===== src/design/dwc_pkg.sv =====
// shared types, register map, operation codes and reset values for the window controller
package dwc_pkg;

  localparam int ACK_W     = 48;
  localparam int SEQ_OUT_W = 48;
  localparam int WIN_W     = 56;
  localparam int CNT_W     = 32;
  localparam int PROD_W    = 24;

  typedef struct packed {
    logic [1:0]       kind;
    logic [ACK_W-1:0] ack_number;
    logic             ecn_marked;
  } in_item_t;

  typedef struct packed {
    logic [SEQ_OUT_W-1:0] send_seqno;
    logic                 last;
  } out_item_t;

  typedef struct packed {
    logic [15:0] segment_size;
    logic [16:0] ewma_gain;
    logic [16:0] loss_shrink;
    logic [15:0] growth_factor;
    logic [7:0]  floor_segments;
    logic [7:0]  initial_segments;
  } cfg_t;

  localparam logic [1:0] KIND_START = 2'd0;
  localparam logic [1:0] KIND_ACK   = 2'd1;
  localparam logic [1:0] KIND_NACK  = 2'd2;

  localparam logic [2:0] REG_SEGMENT_SIZE     = 3'd0;
  localparam logic [2:0] REG_EWMA_GAIN        = 3'd1;
  localparam logic [2:0] REG_LOSS_SHRINK      = 3'd2;
  localparam logic [2:0] REG_GROWTH_FACTOR    = 3'd3;
  localparam logic [2:0] REG_FLOOR_SEGMENTS   = 3'd4;
  localparam logic [2:0] REG_INITIAL_SEGMENTS = 3'd5;

  localparam logic [15:0] RST_SEGMENT_SIZE     = 16'd1500;
  localparam logic [16:0] RST_EWMA_GAIN        = 17'd4096;
  localparam logic [16:0] RST_LOSS_SHRINK      = 17'd197;
  localparam logic [15:0] RST_GROWTH_FACTOR    = 16'd512;
  localparam logic [7:0]  RST_FLOOR_SEGMENTS   = 8'd4;
  localparam logic [7:0]  RST_INITIAL_SEGMENTS = 8'd10;
  localparam logic [WIN_W-1:0] RST_WINDOW      = WIN_W'(15000);

  localparam int OP_W = 5;
  localparam logic [OP_W-1:0] OP_NONE      = 5'd0;
  localparam logic [OP_W-1:0] OP_LOAD      = 5'd1;
  localparam logic [OP_W-1:0] OP_START     = 5'd2;
  localparam logic [OP_W-1:0] OP_ACK_PRE   = 5'd3;
  localparam logic [OP_W-1:0] OP_NACK_PRE  = 5'd4;
  localparam logic [OP_W-1:0] OP_SS_ADD    = 5'd5;
  localparam logic [OP_W-1:0] OP_SQ        = 5'd6;
  localparam logic [OP_W-1:0] OP_GROW      = 5'd7;
  localparam logic [OP_W-1:0] OP_DIV_AI    = 5'd8;
  localparam logic [OP_W-1:0] OP_DIV_FRAC  = 5'd9;
  localparam logic [OP_W-1:0] OP_DIV_STEP  = 5'd10;
  localparam logic [OP_W-1:0] OP_AI_ADD    = 5'd11;
  localparam logic [OP_W-1:0] OP_FRAC      = 5'd12;
  localparam logic [OP_W-1:0] OP_ALPHA_P1  = 5'd13;
  localparam logic [OP_W-1:0] OP_ALPHA_P2  = 5'd14;
  localparam logic [OP_W-1:0] OP_ALPHA_SUM = 5'd15;
  localparam logic [OP_W-1:0] OP_CUT_LO    = 5'd16;
  localparam logic [OP_W-1:0] OP_CUT_HI    = 5'd17;
  localparam logic [OP_W-1:0] OP_CUT_SET   = 5'd18;
  localparam logic [OP_W-1:0] OP_DP        = 5'd19;
  localparam logic [OP_W-1:0] OP_SEND      = 5'd20;

  typedef struct packed {
    logic       started;
    logic [1:0] kind;
    logic       ack_ge_dp;
    logic       slow_start;
    logic       div_done;
    logic       can_send;
    logic       send_space;
  } dp_status_t;

endpackage


===== src/design/dwc_ctrl.sv =====
// controller state machine that sequences the datapath for one event
module dwc_ctrl (
  input  logic                       clk,
  input  logic                       rst_n,
  input  logic                       in_valid,
  output logic                       in_ready,
  input  dwc_pkg::dp_status_t        status,
  input  logic                       last_send,
  output logic [dwc_pkg::OP_W-1:0]   op
);

  localparam logic [3:0] S_IDLE    = 4'd0;
  localparam logic [3:0] S_DISP    = 4'd1;
  localparam logic [3:0] S_ACK_BR  = 4'd2;
  localparam logic [3:0] S_NACK_BR = 4'd3;
  localparam logic [3:0] S_GROW    = 4'd4;
  localparam logic [3:0] S_AI_LOAD = 4'd5;
  localparam logic [3:0] S_DIV_AI  = 4'd6;
  localparam logic [3:0] S_DIV_FR  = 4'd7;
  localparam logic [3:0] S_ALPHA1  = 4'd8;
  localparam logic [3:0] S_ALPHA2  = 4'd9;
  localparam logic [3:0] S_ALPHA3  = 4'd10;
  localparam logic [3:0] S_CUT_LO  = 4'd11;
  localparam logic [3:0] S_CUT_HI  = 4'd12;
  localparam logic [3:0] S_CUT_SET = 4'd13;
  localparam logic [3:0] S_DP      = 4'd14;
  localparam logic [3:0] S_SEND    = 4'd15;

  logic [3:0] state_r;
  logic [3:0] state_nxt;

  assign in_ready = (state_r == S_IDLE);

  always_comb begin
    state_nxt = state_r;
    op        = dwc_pkg::OP_NONE;
    case (state_r)
      S_IDLE: begin
        if (in_valid) begin
          op        = dwc_pkg::OP_LOAD;
          state_nxt = S_DISP;
        end
      end
      S_DISP: begin
        if (status.kind == dwc_pkg::KIND_START) begin
          if (status.started) begin
            state_nxt = S_IDLE;
          end else begin
            op        = dwc_pkg::OP_START;
            state_nxt = S_SEND;
          end
        end else if (!status.started) begin
          state_nxt = S_IDLE;
        end else if (status.kind == dwc_pkg::KIND_ACK) begin
          op        = dwc_pkg::OP_ACK_PRE;
          state_nxt = S_ACK_BR;
        end else if (status.kind == dwc_pkg::KIND_NACK) begin
          op        = dwc_pkg::OP_NACK_PRE;
          state_nxt = S_NACK_BR;
        end else begin
          state_nxt = S_IDLE;
        end
      end
      S_ACK_BR: begin
        if (status.ack_ge_dp) begin
          op        = dwc_pkg::OP_DIV_FRAC;
          state_nxt = S_DIV_FR;
        end else if (status.slow_start) begin
          op        = dwc_pkg::OP_SS_ADD;
          state_nxt = S_SEND;
        end else begin
          op        = dwc_pkg::OP_SQ;
          state_nxt = S_GROW;
        end
      end
      S_NACK_BR: begin
        state_nxt = status.ack_ge_dp ? S_CUT_LO : S_SEND;
      end
      S_GROW: begin
        op        = dwc_pkg::OP_GROW;
        state_nxt = S_AI_LOAD;
      end
      S_AI_LOAD: begin
        op        = dwc_pkg::OP_DIV_AI;
        state_nxt = S_DIV_AI;
      end
      S_DIV_AI: begin
        if (status.div_done) begin
          op        = dwc_pkg::OP_AI_ADD;
          state_nxt = S_SEND;
        end else begin
          op = dwc_pkg::OP_DIV_STEP;
        end
      end
      S_DIV_FR: begin
        if (status.div_done) begin
          op        = dwc_pkg::OP_FRAC;
          state_nxt = S_ALPHA1;
        end else begin
          op = dwc_pkg::OP_DIV_STEP;
        end
      end
      S_ALPHA1: begin
        op        = dwc_pkg::OP_ALPHA_P1;
        state_nxt = S_ALPHA2;
      end
      S_ALPHA2: begin
        op        = dwc_pkg::OP_ALPHA_P2;
        state_nxt = S_ALPHA3;
      end
      S_ALPHA3: begin
        op        = dwc_pkg::OP_ALPHA_SUM;
        state_nxt = S_CUT_LO;
      end
      S_CUT_LO: begin
        op        = dwc_pkg::OP_CUT_LO;
        state_nxt = S_CUT_HI;
      end
      S_CUT_HI: begin
        op        = dwc_pkg::OP_CUT_HI;
        state_nxt = S_CUT_SET;
      end
      S_CUT_SET: begin
        op        = dwc_pkg::OP_CUT_SET;
        state_nxt = S_DP;
      end
      S_DP: begin
        op        = dwc_pkg::OP_DP;
        state_nxt = S_SEND;
      end
      S_SEND: begin
        op = dwc_pkg::OP_SEND;
        if (!status.can_send) begin
          state_nxt = S_IDLE;
        end else if (status.send_space && last_send) begin
          state_nxt = S_IDLE;
        end
      end
      default: begin
        state_nxt = S_IDLE;
      end
    endcase
  end

  always_ff @(posedge clk) begin
    if (!rst_n) begin
      state_r <= S_IDLE;
    end else begin
      state_r <= state_nxt;
    end
  end

endmodule


===== config.mk =====
export PLATFORM = sky130hd
export DESIGN_NAME = dwc_ctrl
export DESIGN_NICKNAME = d
export VERILOG_FILES = /design/src/design/dwc_pkg.sv /design/src/design/dwc_ctrl.sv
export SDC_FILE = /design/constraint.sdc
export NUM_CORES = 1
export LEC_CHECK = 0
export BUFFER_PORTS_ARGS = -buffer_cell sky130_fd_sc_hd__buf_2
export CELL_PAD_IN_SITES_DETAIL_PLACEMENT = 1
export CELL_PAD_IN_SITES_GLOBAL_PLACEMENT = 1
export CORE_MARGIN = 4
export CORE_UTILIZATION = 34
export DETAILED_ROUTE_END_ITERATION = 7
export PLACE_DENSITY_LB_ADDON = 0.1
export SLEW_MARGIN = 20
export SYNTH_ARGS = -nofsm -noshare
export SYNTH_HDL_FRONTEND = slang
export SYNTH_SLANG_ARGS = --single-unit

===== constraint.sdc =====
create_clock -name clk -period 1.37 [get_ports clk]
set_input_delay 0.0685 -clock clk [delete_from_list [all_inputs] [get_ports clk]]
set_output_delay 0.0685 -clock clk [all_outputs]
set_load 0.01 [all_outputs]

# --- After elaboration in Yosys (flattened, before gate mapping) ---
# Index checks and enable logic that the tools add are counted.
totals:
  out_inout_bits: 6
  input_bits: 12
  reg_bits: 4
  wordCells: 51
classes:
  n_reduce_logical: 4
  n_mux: 25
  eq_ne: 21
ops:
  columns: ["operator", "count"]
  rows:
  - ["5-bit case mux with 15 select lines", 1]
  - ["4-bit case mux with 16 select lines", 1]
  - ["4-bit 2-to-1 mux", 10]
  - ["4-bit equality test, second input constant", 8]
  - ["4-bit by 3-bit equality test with 1-bit output, second input constant", 4]
  - ["3-bit 2-to-1 mux", 5]
  - ["2-bit 2-to-1 mux", 5]
  - ["4-bit by 2-bit equality test with 1-bit output, second input constant", 2]
  - ["2-bit inequality test, second input constant", 3]
  - ["5-bit 2-to-1 mux", 1]
  - ["4-bit by 1-bit equality test with 1-bit output, second input constant", 1]
  - ["4-bit logical NOT", 1]
  - ["4-bit AND reduction", 1]
  - ["3-bit inequality test, second input constant", 1]
  - ["2-bit by 1-bit equality test with 1-bit output, second input constant", 1]
  - ["2-bit equality test, second input constant", 1]
  - ["2-bit logical NOT", 1]
  - ["1-bit 2-to-1 mux", 2]
  - ["1-bit logical AND", 1]

# --- Longest topological paths before layout ---
logic_depth:
  ltp_word: 6
  mapped_depth: 6
  ltp_nobuf: 6

# --- Least setup slack after synthesis ---
# OpenSTA, ideal clock, no wires.
synth_path:
  path_type: "register to output"
  from: "register state_r[2]"
  to: "output port op[0] (netlist bit)"
  stages_incl_launch_ff: 6
  arrival_time_ns: 1.211
  setup_slack_ns: 0.091
  t_required_ns: 1.302
  n_path_buf: 2
  path_cell_list: "dfxtp_1 -> buf_2 -> buf_2 -> nor3b_1 -> a31oi_1 -> o311ai_1"
synth_via:
  elab_chain_cells: 2
  elab_cells_between_ends: 16
  cone_classes: "eq/ne (14); mux (1); reduce/logical (1)"
synth_lines:
  columns: ["item", "line", "text"]
  rows:
  - ["start, declared", "dwc_ctrl.sv:29", "logic [3:0] state_r;"]
  - ["start signal, assigned", "dwc_ctrl.sv:149", "state_r <= state_nxt;"]
  - ["4-bit equality test, or another cell as far along", "dwc_ctrl.sv:37", "case (state_r)"]
  - ["5-bit case mux with 15 select lines (*)", "dwc_ctrl.sv:37", null]
  - ["end, declared", "dwc_ctrl.sv:9", "output logic [dwc_pkg::OP_W-1:0] op"]
# Mark *: on every way between the ends. The rest lies on a longest branch, timed or not.

# --- Worst setup path in the final report ---
layout_path:
  from: "register state_r[1]"
  to: "output port op[2] (netlist bit)"
# Same word-level chain as after synthesis.

==> summary.md <==
| Metric | Value |
|---|---|
| GR Overflow Total | `0` |
| Hpwl dp | `1.69 mm` |
| Sequential cell area fraction in the yosys report | `13.3%` |
| Die Area | `2520 um2` |
| Worst R2R Setup Slack | `0.01 ns` |
| Die span in x | `50.2 um` |
| DRT antenna net count | `0` |
| Largest reg by FF count | `state_r` |
| Cell area after layout | `895 um2` |
| Gr usage total | `19.6%` |
| Initial antenna violation count | `0` |
| Fmax | `667 MHz` |
| WHS Endpoint | `state_r[3]` |
| Clock root buffer | `clkbuf_4` |
| Crit path DAT | `1.43 ns` |
| Vias in the first global route | `801` |
| Residual DRC | `0` |
| R2R Path Start | `state_r[1]` |
| Via-to-Cell Ratio | `5.49` |
| H-tree depth | `1` |
| Final nets | `138` |
| Vert. Die Dim | `50.2 um` |
| Final Max Slew Viols | `0` |
| Most common cell after layout, fill and taps aside | `buf_2` |
| TritonCTS clock tree | `yes` |
| CP required | `1.30 ns` |
| Diode count | `0` |
| Slowest library cell on the worst path | `dfxtp_4` |
| Relative slew slack | `80.3%` |
| Post-Synthesis Cells | `91` |
| Max reg flops | `4` |
| Post-route clock period utilization | `109%` |
| Synth unique cells | `38` |
| Yosys Warn Count | `0` |
| IO Port Bufs | `17` |
| Leakage | `0.369 nW` |
| VDD IR max | `310 uV` |
| Min-delay src | `rst_n` |
| Core area | `1590 um2` |
| Worst setup EP type | `primary output` |
| Clk buf depth | `2` |
| CP max FO | `5` |
| Max-Cap Viols | `0` |
| Iter 0 DRT Violations | `12` |
| Largest net degree at the start of global routing | `15` |
| # clock sinks | `4` |
| Pre-antenna DRT Iters | `4` |
| Row cnt | `14` |
| Yosys reg bits | `4` |
| Synthesized area per cell | `6.64 um2` |
| RSZ-0062 raised after global routing | `yes` |
| Failing checks | `negative setup slack` |
| CP cell instances | `or2_4, nor4_4, buf_4, nand2_2, nand2_1, buf_2` |
| Initial Util | `37.9%` |
| Type of the most critical hold path | `primary input to register` |
| Routed vias | `796` |
| Final setup fails | `3` |
| R2r endpoint | `state_r[3]` |
| Skew-Pair Late Insertion Delay | `0.23 ns` |
| Largest registers | `state_r x4` |
| CTS clock-pin slew for the worst setup and hold paths | `0.04 ns` |
| CP startpoint kind | `register` |
| Post-DR wirelength/cell | `15.3 um` |
| Commonest non-fill, non-tap cells in the layout | `buf_2 (17), buf_4 (15), nand2_1 (10)` |
| Post-synth design cell area | `604 um2` |
| IO Count | `18` |
| CP max stage delay | `0.35 ns` |
| CTS Buf Count | `3` |
| Cell Area, Placed | `790 um2` |
| Register-to-Register Path Depth | `3` |
| Hold depth | `3` |
| Global-route wire length before repair | `3.77 mm` |
| Setup Crit Path Kind | `register to primary output` |
| Setup ws final | `-0.130 ns` |
| Share of post-route cells with drive strength above 1 | `38.0%` |
| Hold Buf Count CTS | `0` |
| Status | `finished, violations left` |
| Overall power | `0.537 mW` |
| Layout Skew | `0.00117 ns` |
| Worst Tran Pin Value | `0.295 ns` |
| Mapped Nets | `106` |
| Fin crit period | `1.50 ns` |
| Cell Pwr Density | `600 nW/um2` |
| Fin. Hold Viols | `0` |
| Final WL | `2.22 mm` |
| Area growth from synthesis to layout | `48.0%` |
| Global placer's final weighted congestion | `0.857` |
-- how the worst max path moves through the flow --
stage / to / startpoint / slack, ns / depth (start not counted)
after floorplan: op[0] / state_r[2] / 0.09 / 5
after global placement: op[0] / state_r[1] / -0.05 / 5
after detailed placement: state_r[3] / state_r[0] / -0.07 / 3
after CTS: op[0] / state_r[3] / -0.11 / 5
after global routing: op[2] / state_r[3] / -0.21 / 6
final: op[2] / state_r[1] / -0.13 / 6
-- synthesized netlist by cell type, drive strengths merged --
library cell,number,area (um2)
a211o,1,8.76
a211oi,2,15.0
a21boi,1,7.51
a21o,2,15.0
a21oi,4,20.0
a221oi,1,8.76
a22oi,1,7.51
a311o,1,10.0
a31oi,5,31.3
and2,1,6.26
and3b,1,8.76
buf,5,25.0
clkbuf,2,7.51
clkinv,1,3.75
dfxtp,4,80.1
ha,3,37.5
inv,4,15.0
nand2,12,45.0
nand2b,5,31.3
nand3,2,10.0
nand4,2,12.5
nor2,5,18.8
nor2b,1,6.26
nor3,4,20.0
nor3b,1,7.51
nor4,2,27.5
o211ai,1,7.51
o21a,1,7.51
o21ai,9,45.0
o221ai,1,8.76
o22ai,1,6.26
o311ai,1,8.76
o32ai,1,8.76
or2,1,8.76
or3b,1,8.76
or4,1,7.51
-- area by class of cell --
class,count,area [um2]
multi-input cells,75,483
flip-flops and latches,4,90.1
fillers,212,699
well taps,24,30.0
inverters,5,18.8
repair buffers,34,250
clock buffers,3,22.5
-- what timing repair did --
item / in CTS / in global routing
pin swaps: 4 / 3
setup buffers: 3 / 1
setup endpoints to repair: 5 / 9
gates cloned: 1 / 0
gates resized for setup: 5 / 5
endpoints found under the hold margin: 0 / 0
-- cell families (layout without fill, tap and decap cells) --
logic type / count (synthesis) / in the layout / synth area share (%)
buffers and inverters: 12 / 42 / 8.49
adders and majority gates: 3 / 3 / 6.21
DFF: 4 / 4 / 13.3
and+or+nand+nor: 39 / 39 / 36.2
AOI/OAI and AO/OA: 33 / 33 / 35.8
-- worst max-delay path: cells and delay by family, from the launching register on --
kind,cells,cell delay (ns)
buf+inv,2,0.29
simple gates,4,0.55
flops,1,0.35
-- through the flow --
stage / TNS, ns / util [%] / hold WS [ns] / cells / setup WS (ns)
after floorplan: 0 / - / 0.185 / 91 / 0.0905
after global placement: -0.0585 / 49.5 / 0.320 / 137 / -0.0453
after detailed placement: -0.100 / 49.5 / 0.357 / 137 / -0.0655
after CTS: -0.325 / 54.9 / 0.0952 / 144 / -0.110
after global routing: -0.753 / 56.1 / 0.0908 / 145 / -0.211
final: -0.292 / 56.1 / 0.102 / 145 / -0.130
-- power by group --
part           total, mW  switching (mW)  leakage, nW  internal [mW]
Sequential         0.139          0.0140       0.0349          0.125
Clock              0.147          0.0491       0.0138         0.0980
Combinational      0.251           0.125        0.321          0.126
-- per-layer routing --
layer  vias to the layer above  track usage, %  routed length [um]
met5                         -               0                   0
met4                         0            8.29                  31
met3                         4            1.78                  58
met2                        18            32.0                1060
met1                       374            26.2                1070
li1                        400               -                   -
Power figures use the tool's default switching activity.
